`src/hw/rtl/srm_pkg.sv`:
```
package srm_pkg;

	// Default sizes of the table.
	localparam int TABLE_ROWS_DEF  = 256;
	localparam int MAX_COLUMNS_DEF = 8;

	// Fixed field widths.
	localparam int OPCODE_W = 2;
	localparam int VALUE_W  = 64;
	localparam int CFG_W    = 4;
	localparam int INDEX_W  = 8;

	// Input item operations.
	typedef enum logic [OPCODE_W-1:0] {
		OP_CLEAR = 2'd0,
		OP_LOAD  = 2'd1,
		OP_QUERY = 2'd2,
		OP_NONE  = 2'd3
	} opcode_t;

	// Outcome of comparing one query element with one table element.
	typedef enum logic [1:0] {
		CMP_EQUAL,
		CMP_LESS,
		CMP_ADVANCE
	} cmp_t;

endpackage

```
`src/hw/rtl/srm_cmp.sv`:
```
module srm_cmp (
	input  logic [srm_pkg::VALUE_W-1:0] query_elem,
	input  logic [srm_pkg::VALUE_W-1:0] table_elem,
	output srm_pkg::cmp_t               outcome
);

	logic       nan_q_e, nan_t_e, inf_q_e, inf_t_e;
	logic       both_zero, mag_less, q_less;
	logic [62:0] mag_q, mag_t;

	assign mag_q     = query_elem[62:0];
	assign mag_t     = table_elem[62:0];
	assign nan_q_e   = (query_elem[62:52] == 11'h7ff) && (query_elem[51:0] != 52'd0);
	assign nan_t_e   = (table_elem[62:52] == 11'h7ff) && (table_elem[51:0] != 52'd0);
	assign inf_q_e   = (query_elem[62:52] == 11'h7ff) && (query_elem[51:0] == 52'd0);
	assign inf_t_e   = (table_elem[62:52] == 11'h7ff) && (table_elem[51:0] == 52'd0);
	assign both_zero = (mag_q == 63'd0) && (mag_t == 63'd0);
	assign mag_less  = mag_q < mag_t;

	// Ordered comparison of two sign-magnitude values that are not both zero.
	always_comb begin
		if (query_elem[63] != table_elem[63]) begin
			q_less = query_elem[63];
		end else if (query_elem[63]) begin
			q_less = !mag_less && (mag_q != mag_t);
		end else begin
			q_less = mag_less;
		end
	end

	// The sign of the difference: any NaN operand, or an infinity minus the same infinity, advances the row.
	always_comb begin
		if (nan_q_e || nan_t_e) begin
			outcome = srm_pkg::CMP_ADVANCE;
		end else if (inf_q_e && inf_t_e && (query_elem[63] == table_elem[63])) begin
			outcome = srm_pkg::CMP_ADVANCE;
		end else if (both_zero || (query_elem == table_elem)) begin
			outcome = srm_pkg::CMP_EQUAL;
		end else if (q_less) begin
			outcome = srm_pkg::CMP_LESS;
		end else begin
			outcome = srm_pkg::CMP_ADVANCE;
		end
	end

endmodule

```
`config.mk`:
```
export PLATFORM = sky130hd
export DESIGN_NAME = srm_cmp
export DESIGN_NICKNAME = d
export VERILOG_FILES = /design/src/hw/rtl/srm_pkg.sv /design/src/hw/rtl/srm_cmp.sv
export SDC_FILE = /design/constraint.sdc
export NUM_CORES = 1
export LEC_CHECK = 0
export BUFFER_PORTS_ARGS = -buffer_cell sky130_fd_sc_hd__buf_2
export CAP_MARGIN = 20
export CELL_PAD_IN_SITES_DETAIL_PLACEMENT = 1
export CELL_PAD_IN_SITES_GLOBAL_PLACEMENT = 2
export CORE_MARGIN = 10
export CORE_UTILIZATION = 22
export DETAILED_ROUTE_END_ITERATION = 16
export PLACE_DENSITY = 0.85
export SLEW_MARGIN = 20
export SYNTH_ARGS = -nofsm -noshare
export SYNTH_HDL_FRONTEND = slang
export SYNTH_SLANG_ARGS = --single-unit
```
`constraint.sdc`:
```
create_clock -name vclk -period 2.9
set_input_delay 0.29 -clock vclk [all_inputs]
set_output_delay 0.29 -clock vclk [all_outputs]
set_load 0.02 [all_outputs]
```
==> impl_metrics.yaml, run 1 <==
run_status:
  outcome: "finished, final reports clean"
sta:
  slew_violations: 0
  setup_tns_ps: 0
  final_hold_viol_count: 0
  relSlewSlack_pct: 65.2
  worst_slew_pin_slew_ps: 518
  fmax_mhz: 359
  setup_violations: 0
  grt_setup_unrepaired: "false"
  fin_ws_ps: 111
  fin_crit_sh_pct: 96.2
  period_needed_ps: 2790
setup_path:
  worstPathRequired_ps: 2610
  worstPathArrival_ps: 2500
  max_stage_delay_ps: 550
  path_max_fanout: 3
  path_class: "in -> out"
  cp_slowest_cell: "or4_4"
  endpoint_kind: "output port"
  startpoint_type: "primary input"
  cp_cell_sequence: "buf_2 > inv_1 > ha_1 > nand4_1 > or4_4 > nor4b_4 > buf_4 > o2bb2ai_4 > o21ba_4 > o2111a_1 > buf_6"
grt:
  track_usage_pct: 14.2
  grt-ovfl-total: 0
  grt_pass1_vias: 3293
  grt_first_pass_wirelength_um: 15800
  antenna_found_initial: 1
  grt_start_max_net_pins: 5
die:
  num_io_pins: 130
  rows: 35
  die_area_um2: 13600
  die_x_um: 117
  core_um2: 9150
  initial_core_util_pct: 22.4
  die_h_um: 117
power_and_ir_drop:
  power.density_nw_per_um2: 132
  power.share.clock_pct: 0
  comb_power_share_pct: 100.0
  irDropWorstVdd_uv: 48.8
  pwr-share-seq_pct: 0
  p_int_uw: 188
  p_leak_nw: 1.66
  power_uw: 401
  p_switching_uw: 212
  swShare_pct: 53.0
layout:
  fillers: 1195
  area_growth_pct: 48.1
  n_sequential_cell: 0
  design_area_um2: 3040
  most-common-layout-cells: "129 x buf_2, 67 x inv_1, 57 x ha_1, 35 x nor4_1, 27 x a21oi_1"
  drive_above_1_share_pct: 35.8
  layout_commonest_cell: "buf_2"
  clockBufferCount: 0
  regArea_um2: 0
  final_core_util_pct: 33.2
  final_net_count: 631
logic_synthesis:
  yosysWarningCount: 0
  synthTopCellsByArea: "ha_1 38%, inv_1 12%, nor4_1 11%"
  synthesis.area_um2: 2050
  yosysUniqueCellTypes: 35
  avgSynthCellArea_um2: 6.92
  synth_top_area_share_pct: 38.4
  syn_inst: 297
  yosys.area.top_type: "ha_1"
  syn-num-nets: 488
  yosysSeqAreaShare_pct: 0
min_path:
  hold_depth: 4
  holdPathEnd: "outcome[1]"
  hp-class: "in -> out"
  hold_start: "table_elem[63]"
routing:
  drt_wl_total_um: 10100
  firstDrtPassIters: 4
  drc: 0
  wire_per_inst_um: 18.3
  postRouteAntennaNets: 0
  num_vias: 2736
  drt-initial-drc-count: 44
  vias_per_cell: 4.97
place:
  pre_cts_slack_ps: -22.9
  portBuffers: 130
  place.gp.congestion: 0.847
  dpl-instance-area_um2: 2930
  hpwl_um: 9540
job:
  drv_cap: 0
==> worst max-delay path: cells and delay by family <==
family,cells,cell delay [ps]
compound gates,3,490
buf+inv,4,460
fa+ha+maj,1,290
simple gates,3,970
==> power by group through the flow <==
stage               registers [mW]  logic [mW]  clock network, mW
CTS                              0       0.400                  0
detailed placement               0       0.380                  0
floorplan                        0       0.184                  0
global route                     0       0.458       0.0000000461
finish                           0       0.401       0.0000000461
global placement                 0       0.368                  0
==> per-stage QoR <==
| step | std cells | hold WS, ps |
|---|---|---|
| after detailed placement | 549 | 1020 |
| after floorplan | 297 | 799 |
| after global routing | 550 | 1050 |
| final | 550 | 1010 |
| after global placement | 549 | 1030 |
| after CTS | 549 | 1020 |
==> routing by layer <==
layer	up-vias	GRT usage [%]	share of wire [%]	routed length, um
met3	10	2.26	5.8	582
met1	1252	16.7	42	4280
met4	0	1.81	1.4	141
li1	1396	-	-	-
met5	-	0	0	0
met2	78	27.0	50	5080
==> Yosys cell counts <==
library cell  count
nor2_1            9
or4_1             1
ha_1             63
and3_1            1
o2111a_1          1
nand4_1          22
a21boi_0          1
o21ai_0           8
nand3_1          10
nor2b_1           1
nor3_1            5
o21ba_2           1
o2bb2ai_2         1
o21a_1            1
o221ai_1          1
xor2_1            1
o31a_1            2
or4_4             1
nand2b_1          1
a211oi_1          2
nand2_2           1
nand3b_1          1
a21o_1            3
nand4_2           2
a21oi_1          27
nand4_4           1
and2_1            1
o21ai_1           4
nor4b_4           1
nand2_1          15
or3_1             1
a221oi_1          2
nor4_1           35
inv_1            67
o211ai_1          3
==> final cells by class <==
cell class         count  area (um^2)  area share (%)
inverters             67          251            8.27
well taps            111          139            4.57
diodes                 1         2.50          0.0823
multi-input cells    230         1910            62.8
repair buffers       141          739            24.3
==> what timing repair did <==
item	CTS	global route
buffers inserted	1	0
setup endpoints to repair	1	2
pin swaps	4	2
gates resized for setup	10	2
hold buffers	0	0
==> cell families (layout without fill, tap and decap cells) <==
family | Yosys count | in the layout | synth area share, %
AO/OA/AOI/OAI | 57 | 57 | 17.1
XOR/XNOR | 1 | 1 | 0.426
buffers and inverters | 67 | 208 | 12.2
AND/OR/NAND/NOR | 109 | 109 | 31.9
adder cells (fa/ha/maj) | 63 | 63 | 38.4
other | 0 | 1 | 0
==> worst max path at each step <==
stage,depth (start not counted),from,end
final,11,table_elem[58],outcome[0]
after global routing,11,table_elem[56],outcome[0]
after CTS,11,table_elem[42],outcome[1]
after detailed placement,12,table_elem[58],outcome[0]
after global placement,12,table_elem[58],outcome[1]
after floorplan,9,table_elem[60],outcome[1]
Note: power is estimated with default switching activity, not from simulation.
==> run 2, diff against run 1 <==
--- a/config.mk
+++ b/config.mk
@@ -5,6 +5,7 @@
 export SDC_FILE = /design/constraint.sdc
 export NUM_CORES = 1
 export LEC_CHECK = 0
+export ABC_AREA = 1
 export BUFFER_PORTS_ARGS = -buffer_cell sky130_fd_sc_hd__buf_2
 export CAP_MARGIN = 20
 export CELL_PAD_IN_SITES_DETAIL_PLACEMENT = 1
@@ -12,7 +13,8 @@
 export CORE_MARGIN = 10
 export CORE_UTILIZATION = 22
 export DETAILED_ROUTE_END_ITERATION = 16
-export PLACE_DENSITY = 0.85
+export GPL_ROUTABILITY_DRIVEN = 0
+export PLACE_DENSITY = 0.87
 export SLEW_MARGIN = 20
 export SYNTH_ARGS = -nofsm -noshare
 export SYNTH_HDL_FRONTEND = slang
==> impl_metrics.yaml, run 2 <==
sta:
  slew_violations: 0
  holdWs_ps: 1010
  fmax_mhz: 433
  period_needed_ps: 2310
  worst_slew_pin_slew_ps: 408
  grt_setup_unrepaired: "false"
  final_hold_viol_count: 0
  relSlewSlack_pct: 72.6
  setup_violations: 0
  setup_tns_ps: 0
  fin_crit_sh_pct: 79.7
layout:
  n_antenna_cell: 0
  area_growth_pct: 35.0
  fillers: 1440
  drive_above_1_share_pct: 27.5
  multi_input_area_um2: 1990
  final_net_count: 745
  regArea_um2: 0
  most-common-layout-cells: "130 x buf_2, 112 x nand2_1, 85 x inv_1, 63 x ha_1, 62 x nor2_1"
  n_sequential_cell: 0
  clockBufferCount: 0
  layout_commonest_cell: "buf_2"
place:
  portBuffers: 130
  hpwl_um: 8900
min_path:
  hold_depth: 5
  hold_start: "table_elem[63]"
  holdPathEnd: "outcome[0]"
  hp-class: "in -> out"
clocking:
  cts_hold_buffers: 0
  cts_resized: 0
  postCtsSetupBuffers: 0
logic_synthesis:
  synthTopCellsByArea: "ha_1 34%, nand2_1 18%, inv_1 14%"
  syn-num-nets: 613
  yosys.cell_count.top_type: "nand2_1"
  yosysUniqueCellTypes: 24
  yosysWarningCount: 0
  synthTopCellsByCount: "112 x nand2_1, 85 x inv_1, 63 x ha_1"
  syn_inst: 422
  yosysSeqAreaShare_pct: 0
  avgSynthCellArea_um2: 5.55
  synthesis.area_um2: 2340
  yosys.area.top_type: "ha_1"
  synth_top_area_share_pct: 33.6
routing:
  drc: 0
  vias_per_cell: 4.37
  drt_wl_total_um: 9160
  firstDrtPassIters: 4
  wire_per_inst_um: 13.3
  drt-initial-drc-count: 78
  num_vias: 3004
  postRouteAntennaNets: 0
power_and_ir_drop:
  irDropWorstVdd_uv: 57.5
  swShare_pct: 55.7
  power.share.clock_pct: 0
  comb_power_share_pct: 100.0
  p_int_uw: 170
  p_leak_nw: 1.97
  power.density_nw_per_um2: 121
  p_switching_uw: 214
  pwr-share-seq_pct: 0
grt:
  antenna_found_initial: 0
  grt_first_pass_wirelength_um: 15000
  track_usage_pct: 11.4
  grt_pass1_vias: 3411
  grt-ovfl-total: 0
  grt_start_max_net_pins: 4
job:
  drv_cap: 0
setup_path:
  crit_top_cell: "nand2_1"
  max_stage_delay_ps: 290
  path_max_fanout: 2
  worstPathArrival_ps: 2020
  cp_cell_sequence: "buf_2 > inv_1 > ha_1 > nand2_1 > nor2_1 > nand4_1 > nor2_2 > and2_1 > nand2_1 > nand2_2 > nand2_1 > nand2_1 > nand2_1 > nor2_1 > buf_2"
  cp_num_buf_inv: 3
  startpoint_type: "primary input"
  path_delay_family: "simple AND/OR/NAND/NOR gates"
  path_class: "in -> out"
  endpoint_kind: "output port"
  worstPathRequired_ps: 2610
  cp_slowest_cell: "ha_1"
die:
  initial_core_util_pct: 22.6
  die_h_um: 123
  num_io_pins: 130
  die_x_um: 123
  die_area_um2: 15200
  core_um2: 10400
  rows: 37
run_status:
  outcome: "finished, final reports clean"
-- run 2: cell count changes in the layout (fill, tap and decap cells not counted), moves of 6 or more --
cell     previous run  this run
buf_4              11         0
inv_1              67        85
inv_2               0         8
ha_4                6         0
nor4_1             35         8
a21oi_1            27        21
nand2_1            15       112
ha_1               57        63
o21ai_0             8         2
nor2_1              9        62
-- run 2: metal layers --
metal,track usage (%),vias up,wire [um]
met5,0,-,0
met4,0,0,0
met3,1.73,0,604
met2,22.1,78,4450
met1,13.7,1319,4110
li1,-,1607,-
-- run 2: logic make-up (layout without fill, tap and decap cells) --
kind of cell | Yosys count | count (layout) | synth area share, %
buf+inv | 93 | 223 | 14.9
compound gates | 26 | 26 | 5.82
xor+xnor | 1 | 1 | 0.374
simple gates | 239 | 239 | 45.3
fa+ha+maj | 63 | 63 | 33.6
-- run 2: metrics by stage --
| stage | total power [mW] | setup WS (ps) | utilization (%) | cells | cell area [um^2] |
|---|---|---|---|---|---|
| 2_1_floorplan | 0.213 | 945 | - | 422 | 2340 |
| 3_3_place_gp | 0.376 | 597 | 30.5 | 688 | 3160 |
| 3_5_place_dp | 0.390 | 524 | 30.5 | 688 | 3160 |
| 4_1_cts | 0.393 | 526 | 30.5 | 688 | 3160 |
| 5_1_grt | 0.452 | 283 | 30.5 | 688 | 3160 |
| 6_report | 0.384 | 589 | 30.5 | 688 | 3160 |
-- run 2: cell type report --
type / instances / share of cell area [%]
Inverter: 93 / 11.0
Multi-Input combinational cell: 329 / 63.0
Tap cell: 136 / 5.38
Timing Repair Buffer: 130 / 20.6
-- run 2: power groups by stage --
stage / Sequential (mW) / Combinational [mW] / Clock [mW]
after floorplan: 0 / 0.213 / 0
after global placement: 0 / 0.376 / 0
after detailed placement: 0 / 0.390 / 0
after CTS: 0 / 0.393 / 0
after global routing: 0 / 0.452 / 0
final: 0 / 0.384 / 0
-- run 2: worst max path at each step --
stage	startpoint	to	slack (ps)	depth (start not counted)
after floorplan	table_elem[54]	outcome[0]	950	13
after global placement	table_elem[46]	outcome[0]	600	15
after detailed placement	table_elem[46]	outcome[0]	520	15
after CTS	table_elem[46]	outcome[0]	530	15
after global routing	table_elem[54]	outcome[0]	280	15
final	table_elem[54]	outcome[0]	590	15
==> run 3, diff against run 2 <==
--- a/config.mk
+++ b/config.mk
@@ -11,10 +11,10 @@
 export CELL_PAD_IN_SITES_DETAIL_PLACEMENT = 1
 export CELL_PAD_IN_SITES_GLOBAL_PLACEMENT = 2
 export CORE_MARGIN = 10
-export CORE_UTILIZATION = 22
+export CORE_UTILIZATION = 19
 export DETAILED_ROUTE_END_ITERATION = 16
 export GPL_ROUTABILITY_DRIVEN = 0
-export PLACE_DENSITY = 0.87
+export PLACE_DENSITY = 0.79
 export SLEW_MARGIN = 20
 export SYNTH_ARGS = -nofsm -noshare
 export SYNTH_HDL_FRONTEND = slang
==> constraint.sdc (replaced) <==
create_clock -name vclk -period 2.1
set_input_delay 0.21 -clock vclk [all_inputs]
set_output_delay 0.21 -clock vclk [all_outputs]
set_load 0.02 [all_outputs]
==> impl_metrics.yaml, run 3 (synthesis gave the netlist of run 2 again) <==
die:
  die_area_um2: 17200
  initial_core_util_pct: 19.4
  num_io_pins: 130
  die_h_um: 131
  rows: 40
  core_um2: 12100
  die_x_um: 131
setup_path:
  endpoint_kind: "output port"
  worstPathArrival_ps: 1830
  path_class: "in -> out"
  startpoint_type: "primary input"
  worstPathRequired_ps: 1890
  path_max_fanout: 2
grt:
  grt-ovfl-total: 0
  grt_start_max_net_pins: 4
  grt_first_pass_wirelength_um: 15700
  antenna_found_initial: 0
  track_usage_pct: 10.8
  grt_pass1_vias: 3455
sta:
  fmax_mhz: 491
  slew_violations: 0
  holdWs_ps: 818
  fin_ws_ps: 62.5
  relSlewSlack_pct: 77.6
  period_needed_ps: 2040
  worst_slew_pin_slew_ps: 333
  grt_setup_unrepaired: "true"
  fin_crit_sh_pct: 97.0
  setup_violations: 0
  final_hold_viol_count: 0
layout:
  final_core_util_pct: 32.7
  area_growth_pct: 68.4
  final_net_count: 758
  n_antenna_cell: 0
  drive_above_1_share_pct: 44.2
  most-common-layout-cells: "123 x buf_2, 90 x nand2_1, 74 x inv_1, 54 x nor2_1, 34 x ha_4"
  n_sequential_cell: 0
  clockBufferCount: 0
  layout_commonest_cell: "buf_2"
  regArea_um2: 0
  fin_cells: 733
  fillers: 1561
routing:
  drt_wl_total_um: 10400
  wire_per_inst_um: 14.2
  postRouteAntennaNets: 0
  drt-initial-drc-count: 53
  vias_per_cell: 4.29
  drc: 0
  num_vias: 3145
  firstDrtPassIters: 4
min_path:
  hp-class: "in -> out"
  holdPathEnd: "outcome[0]"
  hold_start: "table_elem[63]"
  hold_depth: 5
place:
  placed_cells: 731
  pre_cts_slack_ps: -61.4
  hpwl_um: 9270
  portBuffers: 130
power_and_ir_drop:
  power_uw: 724
  power.density_nw_per_um2: 183
  p_leak_nw: 2.09
  irDropWorstVdd_uv: 79.5
run_status:
  outcome: "finished, final reports clean"
job:
  drv_cap: 0
==> run 3: cell count changes in the layout (fill, tap and decap cells not counted), moves of 7 or more <==
| cell | previous run | this run |
|---|---|---|
| inv_2 | 8 | 19 |
| nor2_1 | 62 | 54 |
| buf_2 | 130 | 123 |
| ha_1 | 63 | 29 |
| ha_4 | 0 | 34 |
| inv_1 | 85 | 74 |
| nand2_2 | 4 | 23 |
| buf_4 | 0 | 14 |
| nand2_1 | 112 | 90 |
==> run 3: layout make-up <==
class	instances	area, um^2	share of cell area, %
inverters	93	349	8.84
well taps	168	210	5.32
multi-input cells	329	2600	65.9
repair buffers	143	788	20.0
==> run 3: worst max path at each step <==
| stage | slack, ps | start | end | cells past startpoint |
|---|---|---|---|---|
| 2_1_floorplan | 310 | table_elem[54] | outcome[0] | 13 |
| 3_3_place_gp | -60 | query_elem[46] | outcome[0] | 14 |
| 3_5_place_dp | -60 | table_elem[28] | outcome[0] | 18 |
| 4_1_cts | 5 | table_elem[44] | outcome[0] | 15 |
| 5_1_grt | -90 | query_elem[42] | outcome[1] | 16 |
| 6_report | 60 | table_elem[36] | outcome[1] | 16 |
==> run 3: critical path, cell delays in order <==
cell and delay, ps:
buf_2 110, inv_2 50, ha_4 260, nand2_1 80, nor2_4 120, nand2_2 70, nor3_4 200, and2_4 170
nand2_2 50, nand2_2 70, nand2_2 50, nand2_2 70, nand2_2 60, nand2_1 60, nand2_1 60, buf_6 140
==> run 3: where the power goes <==
group          switching [mW]  total [mW]  internal (mW)
sequential                  0           0              0
clock                       0           0              0
combinational           0.383       0.724          0.340
==> run 3: through the flow <==
| stage | setup TNS [ps] | area [um^2] |
|---|---|---|
| 4_1_cts | 0 | 3360 |
| 6_report | 0 | 3950 |
| 3_3_place_gp | -83.5 | 3290 |
| 3_5_place_dp | -101 | 3290 |
| 2_1_floorplan | 0 | 2340 |
| 5_1_grt | -154 | 3950 |
==> run 3: repair_timing <==
| item | in CTS | in global routing |
|---|---|---|
| resized for setup | 14 | 94 |
| endpoints found under the setup margin | 2 | 2 |
| hold buffers | 0 | 0 |
| pin swaps | 8 | 40 |
| buffers inserted | 0 | 3 |
==> run 3: per-layer routing <==
metal / share of wire (%) / GRT usage [%] / wire (um) / up-vias
met2: 49 / 20.2 / 5090 / 85
met1: 44 / 12.9 / 4540 / 1419
met3: 7.1 / 2.25 / 734 / 2
li1: - / - / - / 1639
met4: 0.14 / 0.327 / 15 / 0
met5: 0 / 0 / 0 / -
